## src/rtl/core/cblv_pkg.sv

```systemverilog
package cblv_pkg;

  // Field widths of one item.
  localparam int unsigned ENTRY_BITS = 24;
  localparam int unsigned DIM_BITS   = 16;
  localparam int unsigned BIT_IDX_W  = $clog2(ENTRY_BITS);
  localparam int unsigned PROD_BITS  = 2 * ENTRY_BITS;

  // Input item.
  typedef struct packed {
    logic [ENTRY_BITS-1:0] entry_count;
    logic [DIM_BITS-1:0]   dimension_count;
  } cblv_in_t;

  // Result item.
  typedef struct packed {
    logic [ENTRY_BITS-1:0] root_value;
    logic                  invalid;
  } cblv_out_t;

  // Controller states.
  typedef enum logic [1:0] {
    ST_IDLE,
    ST_SETUP,
    ST_MULT,
    ST_DONE
  } cblv_state_e;

  // Commands from the controller to the datapath.
  typedef struct packed {
    logic load;    // capture the input item and clear the root
    logic setup;   // start a new candidate: product to one, step count to zero
    logic mult;    // one saturating multiply step
    logic decide;  // settle the current bit and move to the next one
    logic keep;    // with decide: the candidate fits, keep its bit
  } cblv_cmd_t;

  // Status from the datapath to the controller.
  typedef struct packed {
    logic dims_zero;   // dimension count is zero
    logic cand_small;  // candidate is one (no multiply loop needed)
    logic entries_nz;  // entry count is nonzero
    logic over;        // next product passes the entry count
    logic last_mult;   // this multiply is the last one of the power
    logic bit_zero;    // the current bit is bit zero
  } cblv_status_t;

endpackage

```

## src/rtl/core/cblv_ctrl.sv

```systemverilog
module cblv_ctrl (
  input  logic                  clk_i,
  input  logic                  rst_ni,
  input  logic                  start,
  output logic                  busy,
  output logic                  done_o,
  input  cblv_pkg::cblv_status_t status_i,
  output cblv_pkg::cblv_cmd_t    cmd_o
);
  import cblv_pkg::*;

  cblv_state_e state_q, state_d;

  // State register.
  always_ff @(posedge clk_i or negedge rst_ni) begin
    if (!rst_ni) begin
      state_q <= ST_IDLE;
    end else begin
      state_q <= state_d;
    end
  end

  // Next state.
  always_comb begin
    state_d = state_q;
    unique case (state_q)
      ST_IDLE: begin
        if (start) state_d = ST_SETUP;
      end
      ST_SETUP: begin
        if (status_i.dims_zero) begin
          state_d = ST_DONE;
        end else if (status_i.cand_small) begin
          state_d = status_i.bit_zero ? ST_DONE : ST_SETUP;
        end else begin
          state_d = ST_MULT;
        end
      end
      ST_MULT: begin
        if (status_i.over || status_i.last_mult) begin
          state_d = status_i.bit_zero ? ST_DONE : ST_SETUP;
        end
      end
      ST_DONE: begin
        state_d = ST_IDLE;
      end
      default: state_d = ST_IDLE;
    endcase
  end

  // Commands to the datapath.
  always_comb begin
    cmd_o = '0;
    unique case (state_q)
      ST_IDLE: begin
        cmd_o.load = start;
      end
      ST_SETUP: begin
        cmd_o.setup = 1'b1;
        // A candidate of one fits whenever there is at least one entry.
        if (!status_i.dims_zero && status_i.cand_small) begin
          cmd_o.decide = 1'b1;
          cmd_o.keep   = status_i.entries_nz;
        end
      end
      ST_MULT: begin
        cmd_o.mult   = 1'b1;
        cmd_o.decide = status_i.over || status_i.last_mult;
        cmd_o.keep   = !status_i.over;
      end
      ST_DONE: begin
        cmd_o = '0;
      end
      default: cmd_o = '0;
    endcase
  end

  assign busy   = (state_q != ST_IDLE);
  assign done_o = (state_q == ST_DONE);

endmodule

```

## src/rtl/core/cblv_dpath.sv

```systemverilog
module cblv_dpath (
  input  logic                  clk_i,
  input  cblv_pkg::cblv_in_t    item_i,
  input  cblv_pkg::cblv_cmd_t   cmd_i,
  output cblv_pkg::cblv_status_t status_o,
  output cblv_pkg::cblv_out_t   result_o
);
  import cblv_pkg::*;

  logic [ENTRY_BITS-1:0] entries_q;
  logic [DIM_BITS-1:0]   dims_q;
  logic [ENTRY_BITS-1:0] root_q, root_d;
  logic [BIT_IDX_W-1:0]  bit_idx_q, bit_idx_d;
  logic [ENTRY_BITS-1:0] acc_q, acc_d;
  logic [DIM_BITS-1:0]   step_q, step_d;
  logic [ENTRY_BITS-1:0] cand;
  logic [PROD_BITS-1:0]  prod;

  // Candidate: the root so far with the current bit set.
  assign cand = root_q | (ENTRY_BITS'(1) << bit_idx_q);

  // One saturating multiply step of the candidate power.
  assign prod = PROD_BITS'(acc_q) * PROD_BITS'(cand);

  // Status toward the controller.
  assign status_o.dims_zero  = (dims_q == '0);
  assign status_o.cand_small = (cand[ENTRY_BITS-1:1] == '0);
  assign status_o.entries_nz = (entries_q != '0);
  assign status_o.over       = (prod > PROD_BITS'(entries_q));
  assign status_o.last_mult  = (step_q == (dims_q - DIM_BITS'(1)));
  assign status_o.bit_zero   = (bit_idx_q == '0);

  // Next values of the search registers.
  always_comb begin
    root_d    = root_q;
    bit_idx_d = bit_idx_q;
    acc_d     = acc_q;
    step_d    = step_q;
    if (cmd_i.load) begin
      root_d    = '0;
      bit_idx_d = BIT_IDX_W'(ENTRY_BITS - 1);
    end
    if (cmd_i.setup) begin
      acc_d  = ENTRY_BITS'(1);
      step_d = '0;
    end
    if (cmd_i.mult && !status_o.over) begin
      acc_d  = prod[ENTRY_BITS-1:0];
      step_d = step_q + DIM_BITS'(1);
    end
    if (cmd_i.decide) begin
      if (cmd_i.keep) root_d = cand;
      if (!status_o.bit_zero) bit_idx_d = bit_idx_q - BIT_IDX_W'(1);
    end
  end

  // Payload registers need no reset.
  always_ff @(posedge clk_i) begin
    if (cmd_i.load) begin
      entries_q <= item_i.entry_count;
      dims_q    <= item_i.dimension_count;
    end
    root_q    <= root_d;
    bit_idx_q <= bit_idx_d;
    acc_q     <= acc_d;
    step_q    <= step_d;
  end

  assign result_o.root_value = root_q;
  assign result_o.invalid    = status_o.dims_zero;

endmodule

```

## src/rtl/core/codebook_lookup_values_root.sv

```systemverilog
// Integer root search: one result item per input item, always exactly one.
// The 24 root bits are settled one at a time, top bit first; a zero dimension
// count skips this. Each candidate above one runs the single saturating
// multiplier for its power. One item at a time: busy stays high through the
// strobe cycle, so the next item is taken in the cycle after the strobe.
// Reset (rst_ni low, asynchronous) returns the controller to idle; no clearing pass.
module codebook_lookup_values_root (
  input  logic                clk_i,
  input  logic                rst_ni,
  input  logic                start,
  output logic                busy,
  input  cblv_pkg::cblv_in_t  item_i,
  output logic                done_o,
  output cblv_pkg::cblv_out_t result_o
);
  import cblv_pkg::*;

  cblv_cmd_t    cmd;
  cblv_status_t status;

  // Sequencer for the bitwise search.
  cblv_ctrl u_ctrl (
    .clk_i    (clk_i),
    .rst_ni   (rst_ni),
    .start    (start),
    .busy     (busy),
    .done_o   (done_o),
    .status_i (status),
    .cmd_o    (cmd)
  );

  // Candidate, power and root registers with the multiplier.
  cblv_dpath u_dpath (
    .clk_i    (clk_i),
    .item_i   (item_i),
    .cmd_i    (cmd),
    .status_o (status),
    .result_o (result_o)
  );

endmodule

```

## config.mk

```make
export PLATFORM = sky130hd
export DESIGN_NAME = codebook_lookup_values_root
export DESIGN_NICKNAME = d
export VERILOG_FILES = /design/src/rtl/core/cblv_pkg.sv /design/src/rtl/core/cblv_ctrl.sv /design/src/rtl/core/cblv_dpath.sv /design/src/rtl/core/codebook_lookup_values_root.sv
export SDC_FILE = /design/constraint.sdc
export NUM_CORES = 2
export LEC_CHECK = 0
export BUFFER_PORTS_ARGS = -buffer_cell sky130_fd_sc_hd__buf_2
export CAP_MARGIN = 15
export CORE_MARGIN = 2
export CORE_UTILIZATION = 66
export DETAILED_ROUTE_END_ITERATION = 8
export PLACE_DENSITY = 0.84
export SYNTH_ARGS = -nofsm -noshare
export SYNTH_HDL_FRONTEND = slang
export SYNTH_SLANG_ARGS = --single-unit
```

## constraint.sdc

```tcl
create_clock -name clk_i -period 14 [get_ports clk_i]
set_input_delay 2.1 -clock clk_i [delete_from_list [all_inputs] [get_ports clk_i]]
set_output_delay 2.1 -clock clk_i [all_outputs]
set_load 0.02 [all_outputs]
```

Yosys cells after proc, flatten, opt, wreduce, memory -nomap -nowiden

Cells that the tools add are included.

Bits of input ports: 43
Bits in registers: 111
Output and inout bits: 27
Word-level logic and storage cells: 54

$lt $le $gt $ge: 1
Equality and inequality tests: 6
Reduce and logical (&&, ||, !) cells: 13
Shifts and indexed selects: 1
Multiply operators: 1
Bitwise operators: 1
Mux-type cells: 21
Add/subtract/negate cells: 3

Operators by type and width:

| operator                                            | number |
|---|---|
| two-way mux 24 bit                                  | 5 |
| > comparator 48 x 24 -> 1 bit                       | 1 |
| multiplier 24 x 24 -> 48 bit                        | 1 |
| two-way mux 16 bit                                  | 2 |
| bitwise OR 24 bit                                   | 1 |
| nonzero test 24 bit                                 | 1 |
| left shift 1 x 5 -> 24 bit, first input constant    | 1 |
| zero test 23 bit                                    | 1 |
| adder 16 x 1 -> 16 bit, second input constant       | 1 |
| equality test 16 bit                                | 1 |
| zero test 16 bit                                    | 1 |
| subtractor 16 x 1 -> 16 bit, second input constant  | 1 |
| two-way mux 5 bit                                   | 3 |
| two-way mux 2 bit                                   | 6 |
| one-hot mux 2 bit (4 select lines)                  | 1 |
| zero test 5 bit                                     | 1 |
| subtractor 5 x 1 -> 5 bit, second input constant    | 1 |
| equality test 2 bit, second input constant          | 2 |
| one-hot mux 2 bit (2 select lines)                  | 1 |
| nonzero test 2 bit                                  | 2 |
| two-way mux 1 bit                                   | 3 |
| equality test 2 x 1 -> 1 bit, second input constant | 1 |
| logical AND 1 bit                                   | 2 |
| zero test 1 bit                                     | 2 |
| 5 further kinds                                     | 5 |

Logic depth before layout (Yosys ltp)

Word-level depth: 8
Mapped depth: 42
Mapped depth without buffers: 40

By module

A second synthesis with hierarchy kept.

Cells, all modules: 2804
Area total of the unflattened synthesis: 25202.9 um^2

By module, submodules not included:

| module     | instances | cells each | sequential area each (um^2) | area an instance (um^2) |
|---|---|---|---|---|
| cblv_dpath | 1         | 2775       | 2982.9                      | 24933.9 |
| cblv_ctrl  | 1         | 29         | 50.0                        | 269.0 |

Worst setup path after synthesis

Ideal clock, no wire load.

Path kind: register -> register
Start point: register u_dpath.bit_idx_q[0]
End point: register u_dpath.acc_q[0], enable pin
Path buffers: 1
Cell stages (with the launch flop): 35
Setup time: 404 ps
Data arrival time: 9564 ps
Setup slack: 4033 ps
Period minus slack after synthesis: 9967 ps
Cell sequence: dfxtp_1 -> inv_1 -> ha_1 -> nor2b_1 -> and2_0 -> or2_2 -> clkbuf_1 -> and2_1 -> fa_1 -> fa_1 -> inv_1 -> fa_1 -> fa_1 -> fa_1 -> inv_1 -> fa_1 -> fa_1 -> ha_1 -> a21oi_1 -> o21ai_0 -> or3_1 -> a21o_1 -> xnor2_1 -> inv_1 -> ha_1 -> a21o_1 -> a21oi_1 -> nor2b_1 -> o31a_1 -> a31oi_1 -> nand4_1 -> nor4b_1 -> and4_1 -> nand4_2 -> nand2b_1

Cells in the longest elaborated chain, start to end: 7

Ends and longest elaborated chain:

| what                          | RTL line         | RTL |
|---|---|---|
| from (decl)                   | cblv_dpath.sv:13 | `logic [BIT_IDX_W-1:0] bit_idx_q, bit_idx_d;` |
| from (signal assigned)        | cblv_dpath.sv:64 | `bit_idx_q <= bit_idx_d;` |
| left shift 1 x 5 -> 24 bit    | cblv_dpath.sv:20 | `assign cand = root_q \| (ENTRY_BITS'(1) << bit_idx_q);` |
| bitwise OR 24 bit             | cblv_dpath.sv:20 |  |
| multiplier 24 x 24 -> 48 bit  | cblv_dpath.sv:23 | `assign prod = PROD_BITS'(acc_q) * PROD_BITS'(cand);` |
| named net u_dpath.prod[21]    | cblv_dpath.sv:17 | `logic [PROD_BITS-1:0] prod;` |
| > comparator 48 x 24 -> 1 bit | cblv_dpath.sv:29 | `assign status_o.over = (prod > PROD_BITS'(entries_q));` |
| zero test 1 bit               | cblv_dpath.sv:47 | `if (cmd_i.mult && !status_o.over) begin` |
| logical AND 1 bit             | cblv_dpath.sv:47 |  |
| nonzero test 2 bit (no line)  | -                |  |
| to (signal assigned)          | cblv_dpath.sv:65 | `acc_q <= acc_d;` |
| to (decl)                     | cblv_dpath.sv:14 | `logic [ENTRY_BITS-1:0] acc_q, acc_d;` |

The timed path passes the listed nets, and every way through them passes these cells.
A chain may end at the register's enable or synchronous reset.

Worst setup path in the final report

Start point: register u_dpath.bit_idx_q[0]
End point: register u_dpath.root_q[14]

Cells in the longest elaborated chain, start to end: 8
Elaborated cells between the ends (all ways): 12
Those cells by class: mul (1); order compare (1); shift (1); mux (4); bitwise (1); reduce/logical (4)

Ends and longest elaborated chain:

| what                                 | RTL line         | RTL |
|---|---|---|
| left shift 1 x 5 -> 24 bit *         | cblv_dpath.sv:20 |  |
| bitwise OR 24 bit *                  | cblv_dpath.sv:20 |  |
| multiplier 24 x 24 -> 48 bit *       | cblv_dpath.sv:23 |  |
| named net u_dpath.prod[23]           | cblv_dpath.sv:17 |  |
| > comparator 48 x 24 -> 1 bit *      | cblv_dpath.sv:29 |  |
| zero test 1 bit                      | cblv_ctrl.sv:69  | `cmd_o.keep = !status_i.over;` |
| one-hot mux 2 bit (2 select lines) * | cblv_ctrl.sv:54  | `unique case (state_q)` |
| two-way mux 24 bit                   | cblv_dpath.sv:52 | `if (cmd_i.keep) root_d = cand;` |
| two-way mux 24 bit *                 | cblv_dpath.sv:51 | `if (cmd_i.decide) begin` |
| named net u_dpath.root_d[14]         | cblv_dpath.sv:12 | `logic [ENTRY_BITS-1:0] root_q, root_d;` |
| to (signal assigned)                 | cblv_dpath.sv:63 | `root_q <= root_d;` |
| to (decl)                            | cblv_dpath.sv:12 |  |

Mark *: on every way through the listed nets, which the timed path passes. The rest lies on a longest branch.

==> run metrics <==
status completed; PostCTS Resize Cnt 0; Seq/Total Area, Yosys between 10% and 20%; Arrival @ worst endpoint 11.61 ns; master of the slowest instance on the critical path a21oi_2; latest clock arrival within the worst-skew pair about 0.35 ns; Max stage delay on crit path slightly above 0.9 ns; vias in the first global route 21214; total track usage 36.1%; routed length on met3 6.65 mm; final-report hold violation count 0; die extent in y 200 um; iteration count of the initial detailed-routing pass 6; worst max-slew margin expressed relative to the limit 12.7%; number of nets with antenna violations after routing 0; width of the chip ~200 um; clock tree sinks 111; area of the die 40000 sq um; syn_nets roughly 3500; Worst-Margin Slew 1.31 ns; Max Transition Viols Final 0; vias per cell 6.00; total global routing overflow 0; Min-Delay Startpoint u_dpath.bit_idx_q[0]; number of synthesized flops with an enable pin 80; Routed WL per cell 20.6 um; number of buffers created by CTS 9; reg-to-reg startpoint u_dpath.bit_idx_q[0]; count of routing violations after the opening detailed-route iteration approximately 1400; share of async-settable or async-resettable flops after synthesis 1.80%; final total negative setup slack 0 ns; netlist area before placement 25400 sq um; buffers inserted during post-CTS setup optimization 0; Cells after Synth 2810; layout overhead on the synthesized area 4.34%; Clock Root Buffer clkbuf_16; Ys Warns 0; largest clock skew in the final design 0.0176 ns; count of buffers inserted at the top-level ports 69; CP Capture Type register; cts hold-fix bufs 0; metal1 wirelength 25.8 mm; critical-path maximum fanout 44; synth unique cells a little over 70; Core Area 37800 sq um; Critical path origin u_dpath.bit_idx_q[0]; count of inserted antenna diode cells 0; Worst Path Class, Setup reg -> reg; final period utilization 80.8%; number of levels in the clock H-tree 3; Post-Route Utilization 70.1%; leading register cell type out of synthesis edfxtp_1; DR WL met2 32.1 mm; achievable frequency between 0.08 and 0.09 GHz; Worst-path clk slew approximately 0.070 ns; first-pass GRT wire length roughly 110 mm; Worst Hold Margin 0.581 ns; largest buffer count on any clock path 2; top routing layer in use met4; share of final-layout standard cells stronger than drive strength 1 5.32%; setup repair after global routing missed its margin false; largest net degree at the start of global routing 45; number of synthesized register bits ~110; number of I/O pins 70; clock tree from TritonCTS yes; flop2flop setup slack 2.68 ns; half-perimeter wire length after detailed placement 52.9 mm; number of nets at the end of the flow roughly 3500; total number of placement rows between 70 and 80; post-route design area between 20000 and 30000 sq um; area of placed instances between 20000 and 30000 sq um; initial antenna violation count 2; starting utilization of the core area between 60% and 70%; final weighted congestion of routability-driven global placement 1.01; post-layout minimum cycle time 11.32 ns; data required time at the worst endpoint roughly 14 ns; startpoint kind of the worst setup timing path register; min-delay worst type reg -> reg; FILL cells 2834; number of failing setup endpoints in the final timing report 0; average cell area after synthesis 9.02 sq um; final routed DRC violation total 0; count of max-cap constraint violations 0; vias post-DR around 20000; final routed wirelength across all metal layers 68.2 mm
placed cells by master, fill, tap and decap left out, types with 32 or more instances in the layout:
| cell | instances |
|---|---|
| o21ai_0 | 44 |
| fa_1 | 482 |
| ha_1 | 210 |
| nor2b_1 | 41 |
| nor2_1 | 99 |
| xnor2_1 | 32 |
| a21oi_1 | 79 |
| inv_1 | 564 |
| buf_4 | 36 |
| nand2_1 | 373 |
| buf_2 | 69 |
| edfxtp_1 | 80 |
| and2_1 | 284 |
worst max-delay path, delay by kind of cell (launching register included):
family,cells,cell delay [ns]
adders and majority gates,10,4.19
and+or+nand+nor,13,2.96
AOI/OAI and AO/OA,8,2.52
buffers and inverters,7,0.75
DFF,1,0.44
xor gates and xnor gates,1,0.34
metal layers:
metal,global-route usage [%],up-vias
li1,-,8681
met3,7.90,236
met4,17.8,0
met2,58.4,991
met1,46.5,9956
met5,0,-
path summary, 6_finish.rpt:
check	end	cells past startpoint
setup / recovery	u_dpath.root_q[14]	39
hold / removal	u_dpath.bit_idx_q[0]	1
setup reg to reg	u_dpath.root_q[14]	39
hold reg to reg	u_dpath.bit_idx_q[0]	1
max in group asynchronous	u_ctrl.state_q[0]	1
min in group asynchronous	u_ctrl.state_q[1]	1
synthesized netlist by cell type (all sizes together), types with 8 or more instances:
cell	number	area [sq um]
a211oi	16	120
nor4	24	165
fa	482	9650
nand3	27	135
a21oi	82	418
a2111oi	8	76.3
mux2i	10	100
nor2b	41	257
clkbuf	124	465
inv	565	2120
nor2	99	372
buf	10	48.8
o21ai	47	235
a21o	30	225
xor2	30	263
a31oi	8	50.1
and3	8	50.1
nand2b	11	68.8
and2	286	1790
o22a	21	184
o211ai	13	97.6
nor3	18	90.1
dfxtp	29	581
xnor2	32	280
nand4	27	175
edfxtp	80	2400
ha	210	2630
nand2	373	1400
cell type report:
type / instances / area, sq um / share of cell area, %
clock buffers: 10 / 229 / 0.866
flip-flops and latches: 111 / 3030 / 11.5
multi-input cells: 2000 / 19700 / 74.4
inverters: 565 / 2120 / 8.02
well taps: 511 / 639 / 2.42
clock inverters: 6 / 42.5 / 0.161
repair buffers: 109 / 697 / 2.63
logic make-up after synthesis:
kind of cell | synth area share, %
xor+xnor | 2.23
compound gates | 7.64
mux | 0.528
fa+ha+maj | 48.4
buf+inv | 10.4
simple gates | 18.8
flops | 12.0
state kept, by name, indices dropped and copies added (netlist names):
name,flops
u_ctrl.state_q,2
u_dpath.acc_q,24
u_dpath.bit_idx_q,5
u_dpath.dims_q,16
u_dpath.entries_q,24
u_dpath.root_q,24
u_dpath.step_q,16
per-stage QoR:
step / instances / setup slack, ns
global route: 3312 / 2.10
floorplan: 2810 / 4.03
finish: 3312 / 2.68
CTS: 3308 / 2.83
global placement: 3292 / 3.20
detailed placement: 3292 / 2.90
Power is not shown: default switching activity piles up to over one toggle a cycle in this logic, so the estimate is an artifact.
